--- src/rtl/core/gdfw_pkg.sv ---
package gdfw_pkg;

	// Graph size
	localparam int NODE_COUNT = 8;
	localparam int MAX_DEGREE = 4;

	// Derived widths
	localparam int NODE_W  = (NODE_COUNT > 1) ? $clog2(NODE_COUNT) : 1;
	localparam int SLOT_W  = (MAX_DEGREE > 1) ? $clog2(MAX_DEGREE) : 1;
	localparam int CNT_W   = $clog2(MAX_DEGREE + 1);
	localparam int DEPTH_W = $clog2(NODE_COUNT + 1);

	// Fixed field widths of the stream ports
	localparam int FIELD_W = 3;

	// Request kinds carried on s_tuser
	typedef enum logic [1:0] {
		ACT_CLEAR = 2'd0,
		ACT_ADD   = 2'd1,
		ACT_WALK  = 2'd2,
		ACT_NONE  = 2'd3
	} act_t;

	// Walk sequencer states
	typedef enum logic [1:0] {
		ST_IDLE,
		ST_STEP,
		ST_EVAL,
		ST_FLUSH
	} state_t;

	// Update command to the adjacency store
	typedef struct packed {
		logic              clear;
		logic              add;
		logic [NODE_W-1:0] from_n;
		logic [NODE_W-1:0] to_n;
	} adj_cmd_t;

	// Slot read request to the adjacency store
	typedef struct packed {
		logic              en;
		logic [NODE_W-1:0] node;
		logic [SLOT_W-1:0] slot;
	} adj_rd_t;

endpackage

--- src/rtl/core/gdfw_adj_store.sv ---
module gdfw_adj_store (
	input  logic                      clk,
	input  logic                      arst_n,
	input  gdfw_pkg::adj_cmd_t        cmd,
	input  gdfw_pkg::adj_rd_t         rd,
	input  logic [gdfw_pkg::NODE_W-1:0] deg_node,
	output logic [gdfw_pkg::CNT_W-1:0]  deg,
	output logic [gdfw_pkg::NODE_W-1:0] rd_data
);
	import gdfw_pkg::*;

	// Adjacency slots, one row per node, undefined until written
	logic [NODE_W-1:0] nbr_mem [NODE_COUNT][MAX_DEGREE];
	// Fill level of each row
	logic [CNT_W-1:0]  deg_q [NODE_COUNT];
	logic [NODE_W-1:0] rd_data_q;

	// Degree of the requested node
	assign deg = deg_q[deg_node];

	// Degree counters: clear empties every list, add appends one slot
	always_ff @(posedge clk or negedge arst_n) begin
		if (!arst_n) begin
			for (int i = 0; i < NODE_COUNT; i++) begin
				deg_q[i] <= '0;
			end
		end else if (cmd.clear) begin
			for (int i = 0; i < NODE_COUNT; i++) begin
				deg_q[i] <= '0;
			end
		end else if (cmd.add) begin
			deg_q[cmd.from_n] <= deg_q[cmd.from_n] + CNT_W'(1);
		end
	end

	// Slot memory: one write, one registered read
	always_ff @(posedge clk) begin
		if (cmd.add) begin
			nbr_mem[cmd.from_n][deg_q[cmd.from_n][SLOT_W-1:0]] <= cmd.to_n;
		end
		if (rd.en) begin
			rd_data_q <= nbr_mem[rd.node][rd.slot];
		end
	end

	assign rd_data = rd_data_q;

endmodule

--- src/rtl/core/graph_depth_first_walker.sv ---
// Depth-first walker over a small directed graph held as per-node adjacency
// lists. A clear request empties every list, an add request appends an edge
// (error set when the source list is full or a node is out of range); both
// answer with one status result {node 0, tlast 1}. A walk request emits every
// node reachable from start_node in preorder, neighbours in insertion order,
// tlast on the final one; a start out of range gives no result. A walk reads
// each adjacency slot it examines from the adjacency memory and then evaluates
// its registered data, popping a stack frame when a list is exhausted; output
// back-pressure stalls the walk. Requests are taken only between walks.
module graph_depth_first_walker (
	input  logic        clk,
	input  logic        arst_n,
	input  logic        s_tvalid,
	output logic        s_tready,
	input  logic [15:0] s_tdata,  // from_node[2:0], to_node[5:3], start_node[8:6], zero
	input  logic [1:0]  s_tuser,  // action[1:0]
	output logic        m_tvalid,
	input  logic        m_tready,
	output logic [7:0]  m_tdata,  // node[2:0], zero
	output logic        m_tlast,  // last
	output logic        m_tuser   // error[0]
);
	import gdfw_pkg::*;

	// Input fields
	logic [FIELD_W-1:0] from_f, to_f, start_f;
	act_t               act;
	assign from_f  = s_tdata[FIELD_W-1:0];
	assign to_f    = s_tdata[2*FIELD_W-1:FIELD_W];
	assign start_f = s_tdata[3*FIELD_W-1:2*FIELD_W];
	assign act     = act_t'(s_tuser);

	state_t state_q, state_d;

	// Walk state
	logic [NODE_COUNT-1:0] visited_q;
	logic [DEPTH_W-1:0]    depth_q;
	logic [NODE_W-1:0]     stk_node_q [NODE_COUNT];
	logic [CNT_W-1:0]      stk_slot_q [NODE_COUNT];
	logic [NODE_W-1:0]     pend_node_q;

	// Output register
	logic               out_valid_q;
	logic [FIELD_W-1:0] out_node_q;
	logic               out_last_q;
	logic               out_err_q;

	// Adjacency store interface
	adj_cmd_t          cmd;
	adj_rd_t           rd;
	logic [NODE_W-1:0] deg_node;
	logic [CNT_W-1:0]  deg;
	logic [NODE_W-1:0] nxt;

	// Decode
	logic              accept, out_free;
	logic              from_ok, to_ok, start_ok, add_ok;
	logic [NODE_W-1:0] from_i, to_i, start_i;
	logic [NODE_W-1:0] top_idx, push_idx, top_node;
	logic [CNT_W-1:0]  top_slot;
	logic              exhausted, nxt_new, emit, flush_out, can_push;

	gdfw_adj_store u_adj (
		.clk      (clk),
		.arst_n   (arst_n),
		.cmd      (cmd),
		.rd       (rd),
		.deg_node (deg_node),
		.deg      (deg),
		.rd_data  (nxt)
	);

	// Request decode and walk conditions
	always_comb begin
		out_free  = !out_valid_q || m_tready;
		s_tready  = (state_q == ST_IDLE) && out_free;
		accept    = s_tvalid && s_tready;
		from_ok   = int'(from_f) < NODE_COUNT;
		to_ok     = int'(to_f) < NODE_COUNT;
		start_ok  = int'(start_f) < NODE_COUNT;
		from_i    = NODE_W'(from_f);
		to_i      = NODE_W'(to_f);
		start_i   = NODE_W'(start_f);
		top_idx   = NODE_W'(depth_q - DEPTH_W'(1));
		push_idx  = NODE_W'(depth_q);
		top_node  = stk_node_q[top_idx];
		top_slot  = stk_slot_q[top_idx];
		deg_node  = (state_q == ST_IDLE) ? from_i : top_node;
		add_ok    = from_ok && to_ok && (int'(deg) < MAX_DEGREE);
		exhausted = top_slot >= deg;
		nxt_new   = (int'(nxt) < NODE_COUNT) ? !visited_q[nxt] : 1'b0;
		emit      = (state_q == ST_EVAL) && nxt_new && out_free;
		flush_out = (state_q == ST_FLUSH) && out_free;
		can_push  = int'(depth_q) < NODE_COUNT;

		cmd.clear  = accept && (act == ACT_CLEAR);
		cmd.add    = accept && (act == ACT_ADD) && add_ok;
		cmd.from_n = from_i;
		cmd.to_n   = to_i;

		rd.en   = (state_q == ST_STEP) && !exhausted;
		rd.node = top_node;
		rd.slot = top_slot[SLOT_W-1:0];
	end

	// Next state
	always_comb begin
		state_d = state_q;
		unique case (state_q)
			ST_IDLE: begin
				if (accept && (act == ACT_WALK) && start_ok) state_d = ST_STEP;
			end
			ST_STEP: begin
				priority if (!exhausted)                      state_d = ST_EVAL;
				else if (depth_q == DEPTH_W'(1))             state_d = ST_FLUSH;
				else                                         state_d = ST_STEP;
			end
			ST_EVAL: begin
				if (!nxt_new || out_free) state_d = ST_STEP;
			end
			ST_FLUSH: begin
				if (out_free) state_d = ST_IDLE;
			end
			default: state_d = ST_IDLE;
		endcase
	end

	always_ff @(posedge clk or negedge arst_n) begin
		if (!arst_n) state_q <= ST_IDLE;
		else         state_q <= state_d;
	end

	// Visited map and stack depth
	always_ff @(posedge clk or negedge arst_n) begin
		if (!arst_n) begin
			visited_q <= '0;
			depth_q   <= '0;
		end else begin
			if (accept && (act == ACT_WALK)) begin
				visited_q <= '0;
				depth_q   <= '0;
				if (start_ok) begin
					visited_q[start_i] <= 1'b1;
					depth_q            <= DEPTH_W'(1);
				end
			end else if ((state_q == ST_STEP) && exhausted) begin
				depth_q <= depth_q - DEPTH_W'(1);
			end else if (emit) begin
				visited_q[nxt] <= 1'b1;
				if (can_push) depth_q <= depth_q + DEPTH_W'(1);
			end
		end
	end

	// Stack frames and the held-back result
	always_ff @(posedge clk) begin
		if (accept && (act == ACT_WALK) && start_ok) begin
			stk_node_q[0] <= start_i;
			stk_slot_q[0] <= '0;
			pend_node_q   <= start_i;
		end else if (rd.en) begin
			stk_slot_q[top_idx] <= top_slot + CNT_W'(1);
		end else if (emit) begin
			pend_node_q <= nxt;
			if (can_push) begin
				stk_node_q[push_idx] <= nxt;
				stk_slot_q[push_idx] <= '0;
			end
		end
	end

	// Output register: status results, walk results one behind
	always_ff @(posedge clk or negedge arst_n) begin
		if (!arst_n) begin
			out_valid_q <= 1'b0;
		end else if ((accept && ((act == ACT_CLEAR) || (act == ACT_ADD))) || emit || flush_out) begin
			out_valid_q <= 1'b1;
		end else if (m_tready) begin
			out_valid_q <= 1'b0;
		end
	end

	always_ff @(posedge clk) begin
		if (accept && ((act == ACT_CLEAR) || (act == ACT_ADD))) begin
			out_node_q <= '0;
			out_last_q <= 1'b1;
			out_err_q  <= (act == ACT_ADD) && !add_ok;
		end else if (emit || flush_out) begin
			out_node_q <= FIELD_W'(pend_node_q);
			out_last_q <= flush_out;
			out_err_q  <= 1'b0;
		end
	end

	assign m_tvalid = out_valid_q;
	assign m_tdata  = {{(8 - FIELD_W){1'b0}}, out_node_q};
	assign m_tlast  = out_last_q;
	assign m_tuser  = out_err_q;

endmodule

--- config.mk ---
export PLATFORM = sky130hd
export DESIGN_NAME = graph_depth_first_walker
export DESIGN_NICKNAME = d
export VERILOG_FILES = /design/src/rtl/core/gdfw_pkg.sv /design/src/rtl/core/gdfw_adj_store.sv /design/src/rtl/core/graph_depth_first_walker.sv
export SDC_FILE = /design/constraint.sdc
export NUM_CORES = 1
export LEC_CHECK = 0
export BUFFER_PORTS_ARGS = -buffer_cell sky130_fd_sc_hd__buf_2
export CORE_ASPECT_RATIO = 1.2
export CORE_MARGIN = 8
export CORE_UTILIZATION = 41
export CTS_CLUSTER_DIAMETER = 80
export DETAILED_ROUTE_END_ITERATION = 10
export GPL_TIMING_DRIVEN = 1
export PLACE_DENSITY = 0.61
export SYNTH_ARGS = -nofsm -noshare
export SYNTH_HDL_FRONTEND = slang
export SYNTH_SLANG_ARGS = --single-unit
export TNS_END_PERCENT = 50
--- constraint.sdc ---
create_clock -name clk -period 14.8 [get_ports clk]
set_input_delay 0.74 -clock clk [delete_from_list [all_inputs] [get_ports clk]]
set_output_delay 0.74 -clock clk [all_outputs]
set_load 0.05 [all_outputs]
==> summary.txt <==
CTS
  – Max Buffers Root-to-Sink: 2
  – Count of buffers added by post-CTS timing repair for setup: 0
  – CTS Buf Count: 17
  – Post-CTS Hold Buffers: 0
  – Clock latency of the later-clocked register in the worst-skew pair: between 0.4 and 0.5 ns
  – Root buffer cell: clkbuf_16
  – Number of sinks driven by the clock tree: ~190
  – Clock transition at the registers of the reported paths: around 0.080 ns
  – Post-CTS sizing: 0
  – Count of H-tree levels built during CTS: 4
  – Clock tree from TritonCTS: built

Global route
  – GRT met1 Usage: 0.156
  – GR Util All Layers: 0.140
  – Antenna violations before repair: 0
  – Global-route wire length before repair: roughly 30000 µm
  – GR Overflow Total: 0
  – GRT met3 Usage: 0.0278
  – Maximum number of pins on one net before global-route repair: 54
  – Number of global-route vias before repair: 5355
  – Met2 Usage GRT: 0.256
  – Busiest layer in global routing: met2

Logic synthesis
  – Synth area leader: edfxtp_1
  – Number of synthesized flops with an enable pin: 151
  – Area share of the largest cell type after synthesis: 0.495
  – Asr flop ratio synth: 0.201
  – Synth unique cells: 57
  – Synth Register Bits: around 190
  – Warning count from the yosys run: 0
  – Synthesized netlist cell count: around 640
  – Top flip-flop cell by instance count after synthesis: edfxtp_1
  – Most frequent cells after synthesis: edfxtp_1, mux2i_1, nand2_1
  – Synthesized area per cell: 14.3 µm²
  – Top-count cell post-synth: edfxtp_1
  – Netlist area before placement: approximately 9000 µm²
  – Sequential element share of the synthesized area: 0.610
  – Most area-consuming cells after synthesis: edfxtp_1, dfrtp_1, mux2i_1, mux4_2, and2_1

Route
  – Total Wirelength: 18500 µm
  – Detail Route Antenna Nets: 0
  – Detail-routed net length per standard cell: a little under 20 µm
  – Total number of vias: just over 5000
  – Length of the first detailed-routing pass in iterations: 5
  – Post-route DRC: 0
  – Vias/cell: approximately 5.5
  – Detailed Route Iter0 Violations: 296

Critical path
  – Path depth of the worst reg2reg path: 15
  – Most numerous cell on the critical path: inv_1
  – Cell count along the critical path: 15
  – CP Class: register to register
  – Worst stage delay on the critical path: 0.77 ns
  – Start of the worst register-to-register path: depth_q[1]
  – Buffers & Inverters on Critical Path: 4
  – Slowest stage cell, crit path: ha_1
  – Crit end category: register
  – Critical-path cell list: inv_1 -> ha_1 -> mux4_1 -> mux2i_4 -> buf_4 -> a21o_2 -> a2111oi_0 -> or4b_1 -> ha_1 -> inv_1 -> o211ai_1 -> inv_1 -> nand2_1 -> o21ai_1 -> nor3b_1
  – Required time reported for the critical path endpoint: roughly 15 ns
  – WP data arrival: between 6 and 7 ns
  – Max FO, Critical Path: 53
  – Cell class contributing the biggest share of worst-path delay: simple AND/OR/NAND/NOR gates
  – Critical register-to-register path endpoint: stk_slot_q[0][1]
  – Setup slack, reg-to-reg: approximately 8.4 ns
  – Critical path launch point type: register

Cells and area
  – Non-filler cells, final: 939
  – Area added between synthesis and finish: 9.50%
  – Nets: 680
  – Final antenna diode count: 0
  – Core Util, Final: 0.452
  – Layout cells sized above 1: 0.144
  – Filler cell count: roughly 1900

Timing
  – Setup Skew: 0.0228 ns
  – Crit share post-route: 0.433
  – Number of hold-slack violations in the final timing report: 0
  – Highest clock frequency the design can meet: about 160 MHz
  – Setup repair after global routing missed its margin: no
  – Number of pins with negative max-slew slack in the final report: 0
  – Crit path setup slack, layout: about 8.4 ns
  – Fin crit period: 6.41 ns
  – Setup Total Neg Slack: 0 ns
  – Final Setup Violations: 0
  – Transition time at the pin with the least slew margin: ~1.2 ns
  – Worst slew margin: 0.190

Placed design
  – Setup WS pre-CTS: between 8 and 9 ns
  – Final RePlAce weighted congestion: ~0.84
  – Number of port buffers: 21
  – Estimated wirelength of the detail-placed design: roughly 13000 µm
  – Number of cells after detailed placement: about 900

Floorplan
  – Placeable core region: 22200 µm²
  – X dimension of the die: around 150 µm
  – I/O pins: 34
  – Initial core utilization: 0.413
  – Area of the die: about 27000 µm²
  – Y dimension of the die: between 150 and 200 µm
  – Number of rows in the core area: 60

Worst hold path
  – Path category of the worst min-delay check: input pin to asynchronous set/reset pin

Pwr
  – PnR Total Power: 2.10 mW
  – Leakage component of the power: roughly 3.8 nW
  – Max IR drop VDD: approximately 0.13 mV
  – Power per Cell Area: 209 nW/µm²

Job
  – Maximum Capacitance Violations: 0

Run status
  – Status: complete, no violations
## flip-flops by register name (all words and copies together) (netlist names), 4 cells and up
register	cells
visited_q	8
u_adj.nbr_mem	96
depth_q	4
stk_node_q	24
u_adj.deg_q	24
stk_slot_q	24
## power breakdown
| part | switching (mW) | total (mW) | internal [mW] |
|---|---|---|---|
| registers | 0.0427 | 0.706 | 0.663 |
| logic | 0.525 | 0.922 | 0.397 |
| clock network | 0.223 | 0.468 | 0.244 |
| total | 0.791 | 2.10 | 1.31 |
## how the worst max path moves through the flow
stage / end / start / slack, ns
2_1_floorplan: stk_slot_q[0][0] / depth_q[0] / 9.70
3_3_place_gp: stk_slot_q[0][0] / depth_q[1] / 8.53
3_5_place_dp: stk_slot_q[0][1] / depth_q[1] / 8.36
4_1_cts: stk_slot_q[0][2] / depth_q[1] / 8.35
5_1_grt: stk_slot_q[0][2] / depth_q[1] / 7.86
6_report: stk_slot_q[0][1] / depth_q[1] / 8.39
## placed cells by master (no fill, tap or decap), types with 17 or more instances in the layout
cell type / instances
edfxtp_1: 151
mux2i_1: 97
nand2_1: 52
dfrtp_1: 39
nor2_1: 34
and2_1: 32
inv_1: 22
mux4_2: 22
buf_2: 21
clkbuf_16: 17
## per-layer routing
metal	vias to the layer above	wire [µm]
li1	2429	-
met1	2621	7590
met2	126	9970
met3	21	610
met4	0	350
met5	-	0
## stage by stage
stage               hold WS [ns]  instance area (µm²)
floorplan                  0.444                 9180
CTS                        0.448                10000
detailed placement         0.484                 9430
global route               0.503                10000
global placement           0.473                 9430
finish                     0.432                10000
## kinds of logic after synthesis
kind of cell | count (synthesis) | share of synthesized area
adder cells (fa/ha/maj) | 11 | 0.0150
AO/OA/AOI/OAI | 71 | 0.0535
AND/OR/NAND/NOR | 164 | 0.0910
other | 1 | 0.000409
multiplexers | 134 | 0.191
buffers and inverters | 66 | 0.0355
XOR/XNOR | 2 | 0.00396
flip-flops | 194 | 0.610
## layout make-up
class | count | area (µm²) | share of cell area
inverter | 22 | 82.6 | 0.00823
clock buffer | 17 | 425 | 0.0424
sequential | 194 | 5590 | 0.557
multi-input combinational | 387 | 3270 | 0.326
tap | 279 | 349 | 0.0348
clock inverter | 15 | 189 | 0.0188
timing repair buffer | 25 | 135 | 0.0135
Note: power is estimated with default switching activity, not from simulation.
